File: src/rtl/dtd_pkg.sv
// Package for the DNS-over-TCP length-prefix deframer.
// Holds the field widths, beat payload structs and status and request codes.
// No dependencies; every other file of the block imports it.
package dtd_pkg;

    localparam int MESSAGE_COUNT_BITS = 20;
    localparam int MSG_NUM_W          = 20;
    localparam int MAX_MSG_W          = 20;
    localparam int SEQ_W              = 32;
    localparam int LEN_W              = 16;

    localparam logic [MAX_MSG_W-1:0] MAX_MESSAGES_RESET = MAX_MSG_W'(1024);
    localparam logic [LEN_W-1:0]     MIN_FRAME_LEN      = LEN_W'(12);

    localparam logic [1:0] REQ_START = 2'd0;
    localparam logic [1:0] REQ_BYTE  = 2'd1;
    localparam logic [1:0] REQ_END   = 2'd2;

    localparam logic [1:0] UPS_CONFLICT = 2'd1;
    localparam logic [1:0] UPS_LIMIT    = 2'd2;

    localparam logic [2:0] ST_COMPLETE   = 3'd0;
    localparam logic [2:0] ST_CONFLICT   = 3'd1;
    localparam logic [2:0] ST_LIMIT      = 3'd2;
    localparam logic [2:0] ST_UNANCHORED = 3'd3;
    localparam logic [2:0] ST_INVALID    = 3'd4;
    localparam logic [2:0] ST_GAP        = 3'd5;
    localparam logic [2:0] ST_TAIL       = 3'd6;

    typedef struct packed {
        logic [1:0]       req_type;
        logic [7:0]       data_byte;
        logic             syn_flag;
        logic [1:0]       upstream_status;
        logic [SEQ_W-1:0] base_sequence;
        logic [SEQ_W-1:0] expected_length;
        logic             gap_seen;
    } t_in_item;

    typedef struct packed {
        logic                 is_diagnostic;
        logic [2:0]           status;
        logic [7:0]           payload_byte;
        logic [MSG_NUM_W-1:0] msg_index;
        logic [SEQ_W-1:0]     frame_sequence;
        logic                 last_of_message;
    } t_out_item;

endpackage

File: src/rtl/dtd_in_if.sv
// Input channel of the deframer: valid/ready handshake with the stream item fields.
// Depends on dtd_pkg for the field widths.
interface dtd_in_if;
    import dtd_pkg::*;

    logic             valid;
    logic             ready;
    logic [1:0]       req_type;
    logic [7:0]       data_byte;
    logic             syn_flag;
    logic [1:0]       upstream_status;
    logic [SEQ_W-1:0] base_sequence;
    logic [SEQ_W-1:0] expected_length;
    logic             gap_seen;

    modport source (
        output valid, req_type, data_byte, syn_flag, upstream_status,
               base_sequence, expected_length, gap_seen,
        input  ready
    );
    modport sink (
        input  valid, req_type, data_byte, syn_flag, upstream_status,
               base_sequence, expected_length, gap_seen,
        output ready
    );
endinterface

File: src/rtl/dtd_out_if.sv
// Output channel of the deframer: valid/ready handshake with the result fields.
// Depends on dtd_pkg for the field widths.
interface dtd_out_if;
    import dtd_pkg::*;

    logic                 valid;
    logic                 ready;
    logic                 is_diagnostic;
    logic [2:0]           status;
    logic [7:0]           payload_byte;
    logic [MSG_NUM_W-1:0] msg_index;
    logic [SEQ_W-1:0]     frame_sequence;
    logic                 last_of_message;

    modport source (
        output valid, is_diagnostic, status, payload_byte, msg_index,
               frame_sequence, last_of_message,
        input  ready
    );
    modport sink (
        input  valid, is_diagnostic, status, payload_byte, msg_index,
               frame_sequence, last_of_message,
        output ready
    );
endinterface

File: src/rtl/dtd_in_reg.sv
// Input register of the deframer: takes one beat and holds it until the engine consumes it.
// Depends on dtd_pkg and dtd_in_if.
module dtd_in_reg (
    input  logic              i_clk,
    input  logic              i_rst_n,
    dtd_in_if.sink            i_in,
    input  logic              i_advance,
    output logic              o_valid,
    output dtd_pkg::t_in_item o_item
);
    import dtd_pkg::*;

    logic     r_valid;
    logic     n_valid;
    t_in_item r_item;
    logic     take;

    assign i_in.ready = !r_valid || i_advance;
    assign take       = i_in.valid && i_in.ready;
    assign n_valid    = take || (r_valid && !i_advance);

    always_ff @(posedge i_clk) begin
        if (!i_rst_n) begin
            r_valid <= 1'b0;
        end else begin
            r_valid <= n_valid;
        end
    end

    always_ff @(posedge i_clk) begin
        if (take) begin
            r_item.req_type        <= i_in.req_type;
            r_item.data_byte       <= i_in.data_byte;
            r_item.syn_flag        <= i_in.syn_flag;
            r_item.upstream_status <= i_in.upstream_status;
            r_item.base_sequence   <= i_in.base_sequence;
            r_item.expected_length <= i_in.expected_length;
            r_item.gap_seen        <= i_in.gap_seen;
        end
    end

    assign o_valid = r_valid;
    assign o_item  = r_item;
endmodule

File: src/rtl/dtd_engine.sv
// Framing engine: stream state, the message limit register and the per-beat decision.
// Depends on dtd_pkg.
module dtd_engine (
    input  logic                          i_clk,
    input  logic                          i_rst_n,
    input  logic                          i_cfg_we,
    input  logic [dtd_pkg::MAX_MSG_W-1:0] i_cfg_data,
    input  logic                          i_fire,
    input  dtd_pkg::t_in_item             i_item,
    output logic                          o_has_result,
    output dtd_pkg::t_out_item            o_result
);
    import dtd_pkg::*;

    localparam int CNT_W = MESSAGE_COUNT_BITS;

    localparam logic [2:0] PH_IDLE   = 3'd0;
    localparam logic [2:0] PH_LEN_HI = 3'd1;
    localparam logic [2:0] PH_LEN_LO = 3'd2;
    localparam logic [2:0] PH_BODY   = 3'd3;
    localparam logic [2:0] PH_DONE   = 3'd4;

    logic [MAX_MSG_W-1:0] r_max_messages;
    logic [2:0]           r_phase,        n_phase;
    logic [7:0]           r_length_high,  n_length_high;
    logic [LEN_W-1:0]     r_remaining,    n_remaining;
    logic [CNT_W-1:0]     r_count,        n_count;
    logic [SEQ_W-1:0]     r_fso,          n_fso;
    logic [SEQ_W-1:0]     r_consumed,     n_consumed;
    logic [SEQ_W-1:0]     r_base,         n_base;
    logic                 r_over_limit,   n_over_limit;

    logic [SEQ_W-1:0]     frame_seq;
    logic [SEQ_W-1:0]     consumed_inc;
    logic [LEN_W-1:0]     frame_len;
    logic [LEN_W-1:0]     remaining_dec;
    logic                 last;
    logic [CNT_W:0]       count_plus;
    logic                 at_limit;

    assign frame_seq     = r_base + r_fso;
    assign consumed_inc  = r_consumed + SEQ_W'(1);
    assign frame_len     = {r_length_high, i_item.data_byte};
    assign remaining_dec = r_remaining - LEN_W'(1);
    assign last          = (remaining_dec == '0);
    assign count_plus    = (CNT_W+1)'(r_count) + (CNT_W+1)'(1);
    assign at_limit      = 33'(r_count) >= 33'(r_max_messages);

    always_comb begin
        n_phase       = r_phase;
        n_length_high = r_length_high;
        n_remaining   = r_remaining;
        n_count       = r_count;
        n_fso         = r_fso;
        n_consumed    = r_consumed;
        n_base        = r_base;
        n_over_limit  = r_over_limit;

        o_has_result              = 1'b0;
        o_result.is_diagnostic    = 1'b1;
        o_result.status           = ST_COMPLETE;
        o_result.payload_byte     = 8'd0;
        o_result.msg_index        = '0;
        o_result.frame_sequence   = frame_seq;
        o_result.last_of_message  = 1'b0;

        case (i_item.req_type)
            REQ_START: begin
                n_length_high = 8'd0;
                n_remaining   = '0;
                n_count       = '0;
                n_fso         = '0;
                n_consumed    = '0;
                n_over_limit  = 1'b0;
                n_base        = i_item.base_sequence;
                o_result.frame_sequence = i_item.base_sequence;
                if (i_item.upstream_status == UPS_CONFLICT ||
                    i_item.upstream_status == UPS_LIMIT) begin
                    o_has_result    = 1'b1;
                    o_result.status = (i_item.upstream_status == UPS_CONFLICT) ?
                                      ST_CONFLICT : ST_LIMIT;
                    n_phase         = PH_DONE;
                end else if (!i_item.syn_flag) begin
                    o_has_result    = 1'b1;
                    o_result.status = ST_UNANCHORED;
                    n_phase         = PH_DONE;
                end else begin
                    n_phase = PH_LEN_HI;
                end
            end
            REQ_BYTE: begin
                case (r_phase)
                    PH_LEN_HI: begin
                        n_consumed    = consumed_inc;
                        n_length_high = i_item.data_byte;
                        n_phase       = PH_LEN_LO;
                    end
                    PH_LEN_LO: begin
                        n_consumed = consumed_inc;
                        if (frame_len < MIN_FRAME_LEN) begin
                            o_has_result    = 1'b1;
                            o_result.status = ST_INVALID;
                            n_phase         = PH_DONE;
                        end else begin
                            n_remaining  = frame_len;
                            n_over_limit = at_limit;
                            n_phase      = PH_BODY;
                        end
                    end
                    PH_BODY: begin
                        n_consumed  = consumed_inc;
                        n_remaining = remaining_dec;
                        if (r_over_limit) begin
                            // Suppressed frame: only its completion is reported.
                            if (last) begin
                                o_has_result            = 1'b1;
                                o_result.status         = ST_LIMIT;
                                o_result.frame_sequence = r_base;
                                n_phase                 = PH_DONE;
                            end
                        end else begin
                            o_has_result             = 1'b1;
                            o_result.is_diagnostic   = 1'b0;
                            o_result.payload_byte    = i_item.data_byte;
                            o_result.msg_index       = MSG_NUM_W'(count_plus);
                            o_result.last_of_message = last;
                            if (last) begin
                                if (r_count != '1) begin
                                    n_count = count_plus[CNT_W-1:0];
                                end
                                n_fso   = consumed_inc;
                                n_phase = PH_LEN_HI;
                            end
                        end
                    end
                    default: begin
                    end
                endcase
            end
            REQ_END: begin
                if (r_phase == PH_LEN_HI || r_phase == PH_LEN_LO ||
                    r_phase == PH_BODY || r_phase == PH_DONE) begin
                    n_phase       = PH_IDLE;
                    n_length_high = 8'd0;
                    n_remaining   = '0;
                    n_count       = '0;
                    n_fso         = '0;
                    n_consumed    = '0;
                    n_base        = '0;
                    n_over_limit  = 1'b0;
                    if (r_phase != PH_DONE && r_fso != i_item.expected_length) begin
                        o_has_result    = 1'b1;
                        o_result.status = i_item.gap_seen ? ST_GAP : ST_TAIL;
                    end
                end
            end
            default: begin
            end
        endcase

        if (!i_fire) begin
            o_has_result = 1'b0;
        end
    end

    always_ff @(posedge i_clk) begin
        if (!i_rst_n) begin
            r_max_messages <= MAX_MESSAGES_RESET;
            r_phase        <= PH_IDLE;
            r_length_high  <= 8'd0;
            r_remaining    <= '0;
            r_count        <= '0;
            r_fso          <= '0;
            r_consumed     <= '0;
            r_base         <= '0;
            r_over_limit   <= 1'b0;
        end else begin
            if (i_cfg_we) begin
                r_max_messages <= i_cfg_data;
            end
            if (i_fire) begin
                r_phase       <= n_phase;
                r_length_high <= n_length_high;
                r_remaining   <= n_remaining;
                r_count       <= n_count;
                r_fso         <= n_fso;
                r_consumed    <= n_consumed;
                r_base        <= n_base;
                r_over_limit  <= n_over_limit;
            end
        end
    end
endmodule

File: src/rtl/dtd_out_reg.sv
// Result register of the deframer: holds one result beat until the sink takes it.
// Depends on dtd_pkg and dtd_out_if.
module dtd_out_reg (
    input  logic               i_clk,
    input  logic               i_rst_n,
    input  logic               i_load,
    input  dtd_pkg::t_out_item i_result,
    output logic               o_free,
    dtd_out_if.source          o_out
);
    import dtd_pkg::*;

    logic      r_valid;
    logic      n_valid;
    t_out_item r_result;

    assign o_free  = !r_valid || o_out.ready;
    assign n_valid = i_load || (r_valid && !o_out.ready);

    always_ff @(posedge i_clk) begin
        if (!i_rst_n) begin
            r_valid <= 1'b0;
        end else begin
            r_valid <= n_valid;
        end
    end

    always_ff @(posedge i_clk) begin
        if (i_load) begin
            r_result <= i_result;
        end
    end

    assign o_out.valid           = r_valid;
    assign o_out.is_diagnostic   = r_result.is_diagnostic;
    assign o_out.status          = r_result.status;
    assign o_out.payload_byte    = r_result.payload_byte;
    assign o_out.msg_index       = r_result.msg_index;
    assign o_out.frame_sequence  = r_result.frame_sequence;
    assign o_out.last_of_message = r_result.last_of_message;
endmodule

File: src/rtl/dns_tcp_length_prefix_deframer_core.sv
// DNS-over-TCP length-prefix deframer: splits one stream direction into DNS messages.
// Each accepted beat is held in the input register, its result in the result register;
// one beat is accepted every cycle while the output keeps up.
// Synchronous active-low reset returns the stream to idle with all counters cleared
// and the message limit at 1024. Depends on dtd_pkg, the two channel interfaces and
// dtd_in_reg, dtd_engine, dtd_out_reg.
module dns_tcp_length_prefix_deframer_core (
    input  logic                          i_clk,
    input  logic                          i_rst_n,
    input  logic                          i_cfg_we,
    input  logic [dtd_pkg::MAX_MSG_W-1:0] i_cfg_data,
    dtd_in_if.sink                        i_in,
    dtd_out_if.source                     o_out
);
    import dtd_pkg::*;

    logic      item_valid;
    t_in_item  item;
    logic      out_free;
    logic      advance;
    logic      has_result;
    t_out_item result;

    // The held beat moves on whenever the result register can take whatever it produces.
    assign advance = item_valid && out_free;

    dtd_in_reg u_in_reg (
        .i_clk     (i_clk),
        .i_rst_n   (i_rst_n),
        .i_in      (i_in),
        .i_advance (advance),
        .o_valid   (item_valid),
        .o_item    (item)
    );

    dtd_engine u_engine (
        .i_clk        (i_clk),
        .i_rst_n      (i_rst_n),
        .i_cfg_we     (i_cfg_we),
        .i_cfg_data   (i_cfg_data),
        .i_fire       (advance),
        .i_item       (item),
        .o_has_result (has_result),
        .o_result     (result)
    );

    dtd_out_reg u_out_reg (
        .i_clk    (i_clk),
        .i_rst_n  (i_rst_n),
        .i_load   (has_result),
        .i_result (result),
        .o_free   (out_free),
        .o_out    (o_out)
    );
endmodule

File: src/flat_wrapper.sv
// flat-port wrapper written by rule: the top's interface ports become plain ports
module dns_tcp_length_prefix_deframer_core_flat import dtd_pkg::*;
  (i_clk, i_rst_n, i_cfg_we, i_cfg_data, i_in_valid, i_in_req_type, i_in_data_byte, i_in_syn_flag, i_in_upstream_status, i_in_base_sequence, i_in_expected_length, i_in_gap_seen, i_in_ready, o_out_valid, o_out_is_diagnostic, o_out_status, o_out_payload_byte, o_out_msg_index, o_out_frame_sequence, o_out_last_of_message, o_out_ready);
  dtd_in_if i_in_i ();
  dtd_out_if o_out_i ();
  input  logic i_clk;
  input  logic i_rst_n;
  input  logic i_cfg_we;
  input  logic [dtd_pkg::MAX_MSG_W-1:0] i_cfg_data;
  input wire logic [$bits(i_in_i.valid)-1:0] i_in_valid;
  input wire logic [$bits(i_in_i.req_type)-1:0] i_in_req_type;
  input wire logic [$bits(i_in_i.data_byte)-1:0] i_in_data_byte;
  input wire logic [$bits(i_in_i.syn_flag)-1:0] i_in_syn_flag;
  input wire logic [$bits(i_in_i.upstream_status)-1:0] i_in_upstream_status;
  input wire logic [$bits(i_in_i.base_sequence)-1:0] i_in_base_sequence;
  input wire logic [$bits(i_in_i.expected_length)-1:0] i_in_expected_length;
  input wire logic [$bits(i_in_i.gap_seen)-1:0] i_in_gap_seen;
  output wire logic [$bits(i_in_i.ready)-1:0] i_in_ready;
  output wire logic [$bits(o_out_i.valid)-1:0] o_out_valid;
  output wire logic [$bits(o_out_i.is_diagnostic)-1:0] o_out_is_diagnostic;
  output wire logic [$bits(o_out_i.status)-1:0] o_out_status;
  output wire logic [$bits(o_out_i.payload_byte)-1:0] o_out_payload_byte;
  output wire logic [$bits(o_out_i.msg_index)-1:0] o_out_msg_index;
  output wire logic [$bits(o_out_i.frame_sequence)-1:0] o_out_frame_sequence;
  output wire logic [$bits(o_out_i.last_of_message)-1:0] o_out_last_of_message;
  input wire logic [$bits(o_out_i.ready)-1:0] o_out_ready;
  assign i_in_i.valid = i_in_valid;
  assign i_in_i.req_type = i_in_req_type;
  assign i_in_i.data_byte = i_in_data_byte;
  assign i_in_i.syn_flag = i_in_syn_flag;
  assign i_in_i.upstream_status = i_in_upstream_status;
  assign i_in_i.base_sequence = i_in_base_sequence;
  assign i_in_i.expected_length = i_in_expected_length;
  assign i_in_i.gap_seen = i_in_gap_seen;
  assign i_in_ready = i_in_i.ready;
  assign o_out_valid = o_out_i.valid;
  assign o_out_is_diagnostic = o_out_i.is_diagnostic;
  assign o_out_status = o_out_i.status;
  assign o_out_payload_byte = o_out_i.payload_byte;
  assign o_out_msg_index = o_out_i.msg_index;
  assign o_out_frame_sequence = o_out_i.frame_sequence;
  assign o_out_last_of_message = o_out_i.last_of_message;
  assign o_out_i.ready = o_out_ready;
  dns_tcp_length_prefix_deframer_core u_core (.i_clk(i_clk), .i_rst_n(i_rst_n), .i_cfg_we(i_cfg_we), .i_cfg_data(i_cfg_data), .i_in(i_in_i), .o_out(o_out_i));
endmodule
File: config.mk
export PLATFORM = sky130hd
export DESIGN_NAME = dns_tcp_length_prefix_deframer_core_flat
export DESIGN_NICKNAME = d
export VERILOG_FILES = /design/src/rtl/dtd_pkg.sv /design/src/rtl/dtd_in_if.sv /design/src/rtl/dtd_out_if.sv /design/src/rtl/dtd_in_reg.sv /design/src/rtl/dtd_engine.sv /design/src/rtl/dtd_out_reg.sv /design/src/rtl/dns_tcp_length_prefix_deframer_core.sv /design/src/flat_wrapper.sv
export SDC_FILE = /design/constraint.sdc
export NUM_CORES = 1
export LEC_CHECK = 0
export ABC_CLOCK_PERIOD_IN_PS = 12810
export BUFFER_PORTS_ARGS = -buffer_cell sky130_fd_sc_hd__buf_2
export CAP_MARGIN = 20
export CORE_MARGIN = 5
export CORE_UTILIZATION = 55
export DETAILED_ROUTE_END_ITERATION = 8
export GPL_TIMING_DRIVEN = 0
export PLACE_DENSITY = 0.81
export RECOVER_POWER = 25
export SYNTH_ARGS = -nofsm -noshare
export SYNTH_HDL_FRONTEND = slang
export SYNTH_SLANG_ARGS = --single-unit
File: constraint.sdc
create_clock -name i_clk -period 12.81 [get_ports i_clk]
set_clock_uncertainty 0.15 [all_clocks]
set_input_delay 1.281 -clock i_clk [delete_from_list [all_inputs] [get_ports i_clk]]
set_output_delay 1.281 -clock i_clk [all_outputs]
set_load 0.02 [all_outputs]
==> Word level (Yosys, flattened, before mapping) <==
Index checks and enable logic that the tools add are counted.
{ "word_totals": {"ff_bits": 309, "latchBits": 0, "ramBits": 0, "rom_bits": 0, "out_inout_bits": 67, "mem_count": 0} }
{ "classes": {"n_addsub": 4, "multipliers": 0, "div": 0, "order_cmp": 2, "n_eq_ne": 24, "shift": 0, "mux": 61, "bitwise": 2, "reduce_logical": 32} }
{ "op_table": {"columns": ["operator", "count"], "rows": [
  ["$mux 32", 7],
  ["$pmux 32 s3", 2],
  ["$pmux 32 s2", 2],
  ["$mux 20", 5],
  ["$pmux 20 s3", 1],
  ["$pmux 16 s3", 1],
  ["$mux 3", 11],
  ["$mux 33", 1],
  ["$add 32x1->32 const B", 1],
  ["$add 32x32->32", 1],
  ["$mux 16", 2],
  ["$ne 32x32->1", 1],
  ["$pmux 16 s2", 1],
  ["$pmux 3 s3", 3],
  ["$pmux 8 s3", 1],
  ["$add 20x1->20 const B", 1],
  ["$ge 20x20->1", 1],
  ["$ne 20x20->1 const B", 1],
  ["$ne 2x2->1 const B", 9],
  ["$logic_not 16->1", 1],
  ["$lt 16x4->1 const B", 1],
  ["$mux 8", 2],
  ["$sub 16x1->16 const B", 1],
  ["$reduce_and 5->1", 3],
  ["25 further kinds", 65]
]} }

==> Logic depth before layout (Yosys ltp) <==
Gate-level depths: netlist of run 1.
{ "logic_depth": {"ltp_word": 8, "ltp_mapped": 12, "depth_no_buf": 11} }

==> Hierarchy <==
From an unflattened synthesis of run 1, not the netlist that was laid out.
{ "unflattened": {"cells_unflattened": 1639, "area_unflattened_um2": 15354.7} }
{ "modules_own_cells": {"columns": ["module", "n_inst", "cells_each", "area_per_inst_um2", "seq_area_each_um2"], "rows": [
  ["dtd_engine", 1, 1486, 10948.0, 3283.1],
  ["dtd_in_reg", 1, 83, 2399.8, 2362.3],
  ["dtd_out_reg", 1, 69, 2000.7, 1971.9],
  ["dns_tcp_length_prefix_deframer_core", 1, 1, 6.3, 0.0]
]} }

==> Worst setup path before layout of run 1 <==
OpenSTA, ideal clock, no wires.
{ "synth_timing": {"path_type": "reg-to-reg", "from": "register u_core.u_engine.r_remaining[0]", "to": "register u_core.u_out_reg.r_result (netlist bit u_core.u_out_reg.o_out.frame_sequence[0]) (enable)", "arrival_time_ns": 6.985, "slack_ns": 5.066, "path_stages_with_launch": 11, "period_less_slack_ns": 7.744, "path_cell_list": "dfxtp_1 -> inv_1 -> ha_1 -> or3b_4 -> o31ai_2 -> nand4_1 -> nand3b_2 -> nand3b_4 -> nand2_1 -> nand2_1 -> a311oi_1"} }
{ "synth_between": {"elab_chain_cells": 7} }
{ "synth_rtl": {"columns": ["element", "line_no", "rtl"], "rows": [
  ["start, declared", "dtd_engine.sv:26", "logic [LEN_W-1:0] r_remaining, n_remaining;"],
  ["start signal, assigned", "dtd_engine.sv:184", "r_remaining <= n_remaining;"],
  ["$sub 16x1->16", "dtd_engine.sv:44", "assign remaining_dec = r_remaining - LEN_W'(1);"],
  ["$logic_not 16->1", "dtd_engine.sv:45", "assign last = (remaining_dec == '0);"],
  ["$mux 1", "dtd_engine.sv:115", "if (last) begin"],
  ["$mux 1", "dtd_engine.sv:113", "if (r_over_limit) begin"],
  ["$pmux 1 s2", "dtd_engine.sv:92", "case (r_phase)"],
  ["$pmux 1 s3", "dtd_engine.sv:67", "case (i_item.req_type)"],
  ["$mux 1", "dtd_engine.sv:161", "if (!i_fire) begin"],
  ["via u_core.has_result", "dns_tcp_length_prefix_deframer_core.sv:21", "logic has_result;"],
  ["end signal, assigned", "dtd_out_reg.sv:30", "r_result <= i_result;"],
  ["end, declared", "dtd_out_reg.sv:15", "t_out_item r_result;"]
]} }
The timed path passes the listed nets, and every way through them passes these cells.
A chain may end at the register's enable or synchronous reset.

==> Worst setup path after layout of run 1 <==
{ "layout_timing": {"from": "input o_out_ready", "to": "register u_core.u_in_reg.r_item (netlist bit u_core.u_in_reg.o_item[30]) (enable)"} }
{ "layout_between": {"elab_chain_cells": 4} }
{ "layout_rtl": {"columns": ["element", "line_no", "rtl"], "rows": [
  ["start, declared", "flat_wrapper.sv:26", "input wire logic [$bits(o_out_i.ready)-1:0] o_out_ready;"],
  ["$logic_or 1x1->1", "dtd_out_reg.sv:17", "assign o_free = !r_valid || o_out.ready;"],
  ["$logic_and 1x1->1", "dns_tcp_length_prefix_deframer_core.sv:25", "assign advance = item_valid && out_free;"],
  ["$logic_or 1x1->1", "dtd_in_reg.sv:18", "assign i_in.ready = !r_valid || i_advance;"],
  ["$logic_and 1x1->1", "dtd_in_reg.sv:19", "assign take = i_in.valid && i_in.ready;"],
  ["via u_core.u_in_reg.take", "dtd_in_reg.sv:16", "logic take;"],
  ["end, declared", "dtd_in_reg.sv:15", "t_in_item r_item;"]
]} }
The timed path passes the listed nets, and every way through them passes these cells.

==> results of run 1 <==
routing by layer:
metal  part of all wire  routed length (µm)
met5                  0                   0
met4              0.034                1490
met2               0.47               20700
met1               0.42               18700
met3              0.076                3350
state kept, by name (all words and copies together), names as in the netlist:
name,count
u_core.u_engine.r_base,32
u_core.u_engine.r_consumed,32
u_core.u_engine.r_count,20
u_core.u_engine.r_fso,32
u_core.u_engine.r_length_high,8
u_core.u_engine.r_max_messages,20
u_core.u_engine.r_over_limit,1
u_core.u_engine.r_phase,3
u_core.u_engine.r_remaining,16
u_core.u_in_reg.o_item,78
u_core.u_in_reg.o_valid,1
u_core.u_out_reg.o_out.frame_sequence,32
u_core.u_out_reg.o_out.is_diagnostic,1
u_core.u_out_reg.o_out.last_of_message,1
u_core.u_out_reg.o_out.msg_index,20
u_core.u_out_reg.o_out.payload_byte,8
u_core.u_out_reg.o_out.status,3
u_core.u_out_reg.o_out.valid,1
cell families after synthesis:
group | count (synthesis)
AO/OA/AOI/OAI | 379
XOR/XNOR | 105
adder cells (fa/ha/maj) | 61
buffers and inverters | 123
flip-flops | 309
multiplexers | 32
AND/OR/NAND/NOR | 617
cell usage after synthesis (all sizes together), types with 17 or more instances:
cell type	count	area, µm²
nor2	116	435
nand4	20	131
a21o	18	135
nor3	38	190
ha	60	751
inv	40	150
and2	35	219
nor2b	93	582
a21boi	37	278
clkbuf	60	225
edfxtp	143	4290
o21ai	100	500
and3	17	106
buf	22	124
nand3	59	300
xor2	33	289
a21oi	69	345
xnor2	72	631
dfxtp	166	3320
a22oi	47	353
nand2	178	668
mux2i	32	320
critical path, stage by stage:
cell and delay [ps]:
buf_2 80, nor2b_1 100, nand2_1 110, and2_0 1100, clkbuf_1 2410
placed cells by master (no fill, tap or decap), drive strengths merged, types with 4 or more instances in the layout:
master,count
a22oi,47
ha,60
o211a,5
xor2,33
or3,9
a221o,13
inv,43
and2,35
edfxtp,143
o21a,13
dfxtp,166
nand4,20
nor4,13
mux2i,32
nand2,178
clkbuf,103
a21oi,69
nand3b,4
a31oi,13
xnor2,72
and3,17
nand3,59
and4,4
nor3b,6
nor2,116
o21bai,9
o21ai,100
a21boi,37
o31ai,9
nand2b,10
nor3,38
buf,192
a211oi,11
a21o,18
nor2b,93
clkinv,15
nor4b,4
o2111ai,4
a32oi,13
through the flow:
stage          hold WS (ps)  power (mW)  utilization  instances  worst slack [ps]
5_1_grt                 369        2.27        0.642       2245              7140
4_1_cts                 351        2.21        0.643       2245              8900
3_5_place_dp            342        1.23        0.603       2183              8520
2_1_floorplan           310        1.17            -       1626              5070
3_3_place_gp            333        1.22        0.599       2177              1830
6_report                350        2.20        0.642       2245              7520
report_power, final:
part / switching, mW / internal, mW / total (mW) / leakage (nW)
Combinational: 0.0849 / 0.0515 / 0.136 / 3.65
Sequential: 0.0155 / 1.06 / 1.07 / 2.72
Clock: 0.399 / 0.588 / 0.987 / 0.557
Total: 0.500 / 1.70 / 2.20 / 6.93
final cells by class:
cell class	count	area, µm²
clock inverters	22	195
clock buffers	40	937
repair buffers	173	907
fillers	2412	10200
inverters	41	154
plain buffers	82	349
well taps	384	480
multi-input cells	1194	7690
flip-flops and latches	309	7620
worst paths after layout:
| check | startpoint | endpoint | slack [ps] | depth (start not counted) |
|---|---|---|---|---|
| max | o_out_ready | u_core.u_in_reg.o_item[30]$_DFFE_PP_ | 7520 | 5 |
| min reg2reg | u_core.u_engine.r_fso[18]$_SDFFE_PN0P_ | u_core.u_engine.r_fso[18]$_SDFFE_PN0P_ | 350 | 2 |
| min | u_core.u_engine.r_fso[18]$_SDFFE_PN0P_ | u_core.u_engine.r_fso[18]$_SDFFE_PN0P_ | 350 | 2 |
| max reg2reg | u_core.u_out_reg.o_out.valid$_SDFF_PN0_ | u_core.u_in_reg.o_item[30]$_DFFE_PP_ | 7980 | 4 |
==> metrics.txt, run 1 <==
outcome=finished, violations left; failing checks=max-capacitance violations, max-slew violations; Starting Density=0.553; post-synthesis mux area share=0.0203; crit share post-route=0.413; max-cap viol count=1; Iter 0 DRT Violations=1,553; worst path arrival time=5180 ps; Avg WL per Cell=19.7 µm; Syn Area/Cell=9.71 µm²; PortBufs=167; CTS Buffer Depth=3; Placement Cell Area=17,200 µm²; DRC viols=0; die area=32,200 µm²; VDD IR max=0.0986 mV; clk slew on worst S/H paths=60 ps; first-pass GRT wire length=69,500 µm; Final HPWL DP=32,500 µm; Tot GR Track Use=0.264; Setup-failing EPs final=0; share of cells above drive strength 1=0.143; RSZ-0062 raised after global routing=no; via/cell ratio=5.90; initial antenna violation count=0; Post-layout nets=2,000; post-synthesis xor/xnor area fraction=0.0583; H-tree lvl count=2; Syn Inst Count=1,626; Max Clock Freq=189 MHz; clock latency on the worst-skew pair=520 ps; hold crit path type=reg2reg; final hold vios=0; PD cells=120 nW/µm²; GRT busiest layer=met2; post_cts resized=0; CP required=12,700 ps; post-route cell area=18,300 µm²; register area share after synthesis=0.483; Max Slew Vio Count=61; Main synth FF type=dfxtp_1; crit path kind=in2reg; DR vias=13,200; Netlist Area Pre-Place=15,800 µm²; Rel. slew slack=-1.23; number of global-route vias before repair=13,000; clk sinks=309; Root Driver=clkbuf_16; met1 usage=0.357; number of flops mapped to enable cells by yosys=143; CTS tree=built; min Tclk post-route=5290 ps; ys async rst share=0; GRT overflow=0; area grow syn2layout=16.1%; final wirelength=44,300 µm; #FFs+latches synth=309; post-synthesis simple-gate area fraction=0.199; GR Layer Usage met2=0.432; Synth Area in Compound Gates=0.159; combinational family with the most area after synthesis=simple AND/OR/NAND/NOR gates; post-route ant nets=0; Yosys cell types=73; Worst setup SP type=primary input; Die H=179 µm; cts bufs inserted=35; Post-CTS Hold Fix Bufs=0; post-synth net total=1,790; largest net degree at the start of global routing=61; # rows=62; GPL Wtd Cong=0.951; diode count=0; Lkg Pwr=6.93 nW; nature of the critical path endpoint=flip-flop; # IOs=170; core area=28,500 µm²; met3 Track Usage GR=0.0414; Worst Tran Pin Value=3340 ps; Die Width=179 µm; CP max FO=60; postcts setup bufs=0; synth warn=0; setup TNS=0 ps; post-synthesis adder-cell area fraction=0.0488; 1st-pass router iterations=6
(Power assumes the default switching activity.)
==> inputs of run 2 (changes only) <==
--- a/config.mk
+++ b/config.mk
@@ -5,14 +5,14 @@
 export SDC_FILE = /design/constraint.sdc
 export NUM_CORES = 1
 export LEC_CHECK = 0
-export ABC_CLOCK_PERIOD_IN_PS = 12810
+export ABC_CLOCK_PERIOD_IN_PS = 4700
 export BUFFER_PORTS_ARGS = -buffer_cell sky130_fd_sc_hd__buf_2
 export CAP_MARGIN = 20
 export CORE_MARGIN = 5
-export CORE_UTILIZATION = 55
+export CORE_UTILIZATION = 54
 export DETAILED_ROUTE_END_ITERATION = 8
 export GPL_TIMING_DRIVEN = 0
-export PLACE_DENSITY = 0.81
+export PLACE_DENSITY = 0.83
 export RECOVER_POWER = 25
 export SYNTH_ARGS = -nofsm -noshare
 export SYNTH_HDL_FRONTEND = slang
==> constraint.sdc (replaced) <==
create_clock -name i_clk -period 4.7 [get_ports i_clk]
set_clock_uncertainty 0.15 [all_clocks]
set_input_delay 0.47 -clock i_clk [delete_from_list [all_inputs] [get_ports i_clk]]
set_output_delay 0.47 -clock i_clk [all_outputs]
set_load 0.02 [all_outputs]
==> metrics.txt, run 2 (synthesis results as in run 1) <==
core area=28,800 µm² (was 28,500 µm²); Finished Layout Cells=2,320 (was 2,245); CP required=4820 ps (was 12,700 ps); H-tree lvl count=1 (was 2); PD cells=306 nW/µm² (was 120 nW/µm²); GRT overflow=0 (unchanged); 1st-pass router iterations=6 (unchanged); worst path arrival time=4330 ps (was 5180 ps); CTS Buffer Depth=3 (unchanged); die area=32,700 µm² (was 32,200 µm²); final wirelength=45,400 µm (was 44,300 µm); Die H=181 µm (was 179 µm); VDD IR max=0.258 mV (was 0.0986 mV); largest net degree at the start of global routing=65 (was 61); commonest non-fill, non-tap cell in the layout=nand2_1 (was buf_2); clk sinks=309 (unchanged); first-pass GRT wire length=71,800 µm (was 69,500 µm); commonest non-fill, non-tap cells in the layout=nand2_1, dfxtp_1, buf_2 (was buf_2, nand2_1, dfxtp_1); crit path kind=reg2reg (was in2reg); DRC viols=0 (unchanged); initial antenna violation count=1 (was 0); Root Driver=clkbuf_16 (unchanged); cts bufs inserted=31 (was 35); # IOs=170 (unchanged); number of global-route vias before repair=13,500 (was 13,000); Die Width=181 µm (was 179 µm); number of flip-flops in the largest register=78 (unchanged); postcts setup bufs=0 (unchanged); DP Cell Count=2,183 (unchanged); post_cts resized=0 (unchanged); Worst Tran Pin Value=1270 ps (was 3340 ps); GRT busiest layer=met2 (unchanged); Iter 0 DRT Violations=1,393 (was 1,553); Starting Density=0.548 (was 0.553); met3 Track Usage GR=0.0462 (was 0.0414); crit share post-route=0.897; GR Layer Usage met2=0.439 (was 0.432); met1 usage=0.354 (was 0.357); Tot GR Track Use=0.268 (was 0.264); area grow syn2layout=20.4% (was 16.1%); clock latency on the worst-skew pair=570 ps (was 520 ps); min Tclk post-route=4210 ps; final core utilization=0.660 (was 0.642); CP max FO=18 (was 60); post-route ant nets=0 (unchanged); Max Clock Freq=237 MHz; final hold vios=0 (unchanged); hold crit path type=in2reg (was reg2reg); # rows=62 (unchanged); max-cap viol count=0 (was 1); Rel. slew slack=0.153 (was -1.23); Post-layout nets=2,076 (was 2,000); PortBufs=167 (unchanged); Setup-failing EPs final=0 (unchanged); Avg WL per Cell=19.6 µm (was 19.7 µm); CTS tree=built (unchanged); Post-CTS Hold Fix Bufs=80 (was 0); GPL Wtd Cong=0.976 (was 0.951); reg2reg setup slack=490 ps (was 7980 ps); outcome=completed (was finished, violations left); clk slew on worst S/H paths=60 ps (about the same); RSZ-0062 raised after global routing=no (unchanged); via/cell ratio=5.91 (was 5.90); share of cells above drive strength 1=0.125 (was 0.143); Worst setup SP type=flip-flop (was primary input); Final HPWL DP=32,400 µm (was 32,500 µm); nature of the critical path endpoint=flip-flop (unchanged); Lkg Pwr=7.16 nW (was 6.93 nW); FILL cells=2,277 (was 2,412); DR vias=13,700 (was 13,200); Max Slew Vio Count=0 (was 61)
## run 2: cell types whose count changed in the layout (fill, tap and decap cells not counted), sizes merged
cell	before	now
dlygate4sd3	0	80
buf	192	171
clkbuf	103	117
clkinv	15	20
inv	43	40
clkinvlp	2	0
bufinv	3	4
diode	0	1
## run 2: area by class of cell
type,count,area (µm²),area share
Tap cell,384,480,0.0253
Clock buffer,33,793,0.0417
Timing Repair Buffer,253,1720,0.0904
Multi-Input combinational cell,1194,7690,0.404
Antenna cell,1,2.50,0.000132
Inverter,41,154,0.00810
Sequential cell,309,7620,0.401
Buffer,82,349,0.0184
Clock inverter,23,206,0.0109
## run 2: worst max-delay path, cell delays in order (launching register included)
cell      delay (ps)
dfxtp_1          390
inv_1            120
ha_1             280
nor3b_1          550
nand4_1          270
xor2_1           330
nand3b_2         170
nand3b_4         240
nand2_1          110
nand2_1           90
a311oi_4         610
buf_16           230
buf_8            190
buf_8            190
## run 2: per-layer routing
metal	vias to the layer above	part of all wire	routed length, µm
met2	647	0.46	20800
met1	6495	0.41	18700
met4	0	0.042	1920
li1	6431	-	-
met5	-	0	0
met3	134	0.086	3920
## run 2: stage by stage
| stage | TNS, ps | cell area [µm²] | total power, mW | setup WS, ps | hold WS, ps |
|---|---|---|---|---|---|
| detailed placement | 0 | 17200 | 3.35 | 554 | 340 |
| finish | 0 | 19000 | 5.81 | 486 | 21.1 |
| CTS | 0 | 19000 | 5.82 | 536 | 14.8 |
| floorplan | 0 | 15800 | 3.19 | 245 | 310 |
| global route | 0 | 19000 | 5.99 | 189 | 34.7 |
| global placement | -85530 | 17100 | 3.34 | -1310 | 333 |
## run 2: path summary, 6_finish.rpt
| kind | startpoint | end | depth (start not counted) |
|---|---|---|---|
| setup / recovery | u_core.u_engine.r_remaining[0]$_SDFFE_PN0P_ | u_core.u_out_reg.o_out.frame_sequence[8]$_DFFE_PP_ | 13 |
| hold / removal | i_cfg_data[2] | u_core.u_engine.r_max_messages[2]$_SDFFE_PN0P_ | 3 |
| setup reg to reg | u_core.u_engine.r_remaining[0]$_SDFFE_PN0P_ | u_core.u_out_reg.o_out.frame_sequence[8]$_DFFE_PP_ | 13 |
| hold reg to reg | u_core.u_engine.r_consumed[20]$_SDFFE_PN0P_ | u_core.u_engine.r_consumed[20]$_SDFFE_PN0P_ | 2 |
## run 2: power by group
| part | total [mW] | switching (mW) | internal, mW | leakage [nW] |
|---|---|---|---|---|
| Sequential | 2.92 | 0.0431 | 2.88 | 2.72 |
| Combinational | 0.429 | 0.243 | 0.185 | 3.94 |
| Clock | 2.46 | 1.04 | 1.43 | 0.505 |
==> inputs of run 3 (changes only) <==
--- a/config.mk
+++ b/config.mk
@@ -8,8 +8,10 @@
 export ABC_CLOCK_PERIOD_IN_PS = 4700
 export BUFFER_PORTS_ARGS = -buffer_cell sky130_fd_sc_hd__buf_2
 export CAP_MARGIN = 20
+export CORE_ASPECT_RATIO = 2
 export CORE_MARGIN = 5
 export CORE_UTILIZATION = 54
+export CTS_BUF_LIST = sky130_fd_sc_hd__clkbuf_8 sky130_fd_sc_hd__clkbuf_16
 export DETAILED_ROUTE_END_ITERATION = 8
 export GPL_TIMING_DRIVEN = 0
 export PLACE_DENSITY = 0.83
==> metrics.txt, run 3 (synthesis results as in run 1) <==
outcome=completed (unchanged); GRT overflow=0 (unchanged); Worst setup SP type=flip-flop (unchanged); Clk pwr share=0.409 (was 0.423); initial antenna violation count=0 (was 1); clk slew on worst S/H paths=70 ps (was 60 ps); Avg WL per Cell=21.3 µm (was 19.6 µm); Placement Cell Area=17,200 µm² (about the same); area of the multi-input gates=7690 µm² (unchanged); Rel. slew slack=0.192 (was 0.153); switch share=0.233 (was 0.227); # rows=88 (was 62); Sw Pwr=1.32 mW (about the same); worst path arrival time=4310 ps (was 4330 ps); area grow syn2layout=19.8% (was 20.4%); Starting Density=0.547 (was 0.548); max-cap viol count=0 (unchanged); hold crit path type=in2reg (unchanged); via/cell ratio=6.06 (was 5.91); largest net degree at the start of global routing=65 (unchanged); commonest non-fill, non-tap cell in the layout=nand2_1 (unchanged); final wirelength=48,700 µm (was 45,400 µm); final hold vios=0 (unchanged); clock latency on the worst-skew pair=560 ps (was 570 ps); Setup-failing EPs final=0 (unchanged); hold path startpoint=i_cfg_data[5] (was i_cfg_data[2]); RSZ-0062 raised after global routing=no (unchanged); register area=7620 µm² (unchanged); DR vias=13,900 (was 13,700); 1st-pass router iterations=8 (was 6); first-pass GRT wire length=74,700 µm (was 71,800 µm); nature of the critical path endpoint=flip-flop (unchanged); Die Width=131 µm (was 181 µm); post_cts resized=0 (unchanged); Combinational Power Share=0.076 (was 0.074); DRC viols=0 (unchanged); worst reg2reg path startpoint=u_core.u_engine.r_remaining[0]$_SDFFE_PN0P_ (unchanged); Die H=252 µm (was 181 µm); Root Driver=clkbuf_16 (unchanged); die area=33,000 µm² (was 32,700 µm²); share of cells above drive strength 1=0.121 (was 0.125); PD cells=300 nW/µm² (was 306 nW/µm²); FILL cells=2,306 (was 2,277); CTS tree=built (unchanged); cts bufs inserted=28 (was 31); GPL Wtd Cong=0.963 (was 0.976); Critical Path Source=u_core.u_engine.r_remaining[0]$_SDFFE_PN0P_ (unchanged); Post-layout nets=2,075 (was 2,076); PortBufs=167 (unchanged); Internal Power=4.35 mW (was 4.49 mW); Max Clock Freq=238 MHz (was 237 MHz); number of flip-flops in the largest register=78 (unchanged); post-route cell area=18,900 µm² (was 19,000 µm²); crit share post-route=0.893 (was 0.897); post-route ant nets=0 (unchanged); CTS Buffer Depth=3 (unchanged); Lkg Pwr=7.12 nW (was 7.16 nW); VDD IR max=0.275 mV (was 0.258 mV); commonest non-fill, non-tap cells in the layout=nand2_1, dfxtp_1, buf_2 (unchanged); Max Slew Vio Count=0 (unchanged); min Tclk post-route=4200 ps (was 4210 ps); number of global-route vias before repair=14,300 (was 13,500); Post-CTS Hold Fix Bufs=82 (was 80); CP required=4810 ps (was 4820 ps); Iter 0 DRT Violations=1,030 (was 1,393); clk sinks=309 (unchanged); H-tree lvl count=1 (unchanged); CP max FO=18 (unchanged); Final HPWL DP=35,800 µm (was 32,400 µm); Worst Tran Pin Value=1210 ps (was 1270 ps); core area=28,800 µm² (about the same); # IOs=170 (unchanged); Reg power frac=0.515 (was 0.503); postcts setup bufs=0 (unchanged); diode count=0 (was 1); Tot GR Track Use=0.291 (was 0.268); crit path kind=reg2reg (unchanged); final core utilization=0.655 (was 0.660); reg2reg setup slack=500 ps (was 490 ps)
-- run 3: worst paths after layout --
| kind | end | cells past startpoint |
|---|---|---|
| worst max-delay path | u_core.u_out_reg.o_out.msg_index[17]$_SDFFCE_PP0P_ | 13 |
| worst min-delay path | u_core.u_engine.r_max_messages[5]$_SDFFE_PN0P_ | 3 |
| worst max register to register | u_core.u_out_reg.o_out.msg_index[17]$_SDFFCE_PP0P_ | 13 |
| worst min register to register | u_core.u_engine.r_max_messages[10]$_SDFFE_PN1P_ | 2 |
-- run 3: metrics by stage --
stage               power (mW)  TNS (ps)  hold WS, ps  worst slack (ps)  instances
floorplan                 3.19         0          310               245       1626
global placement          3.34    -81710          326             -1260       2153
detailed placement        3.35         0          341               561       2159
CTS                       5.70         0         1.70               518       2292
global route              5.85         0         21.3               311       2292
finish                    5.68         0         18.9               502       2292
-- run 3: per-layer routing --
layer  track usage  part of all wire
met1         0.287              0.33
met2         0.544              0.54
met3        0.0322             0.056
met4         0.206             0.079
met5             0                 0
-- run 3: power groups by stage --
stage	registers (mW)	clock network [mW]	logic (mW)
global placement	2.98	0	0.358
detailed placement	2.98	0	0.375
CTS	2.92	2.34	0.430
finish	2.92	2.32	0.434
global route	2.93	2.46	0.466
floorplan	2.97	0	0.215
-- run 3: layout make-up --
class,instances,area share
sequential,309,0.403
multi-input combinational,1194,0.407
clock inverter,17,0.00609
buffer,82,0.0185
inverter,41,0.00814
clock buffer,34,0.0432
timing repair buffer,255,0.0908
tap,360,0.0238
-- run 3: critical path: stages, from the launching register on --
cell	delay, ps
dfxtp_1	360
inv_1	100
ha_1	250
nor3b_1	690
nand4_1	200
xor2_1	330
nand3b_2	170
nand3b_4	250
nand2_1	120
nand2_1	90
a311oi_4	510
buf_8	240
buf_8	200
buf_8	200
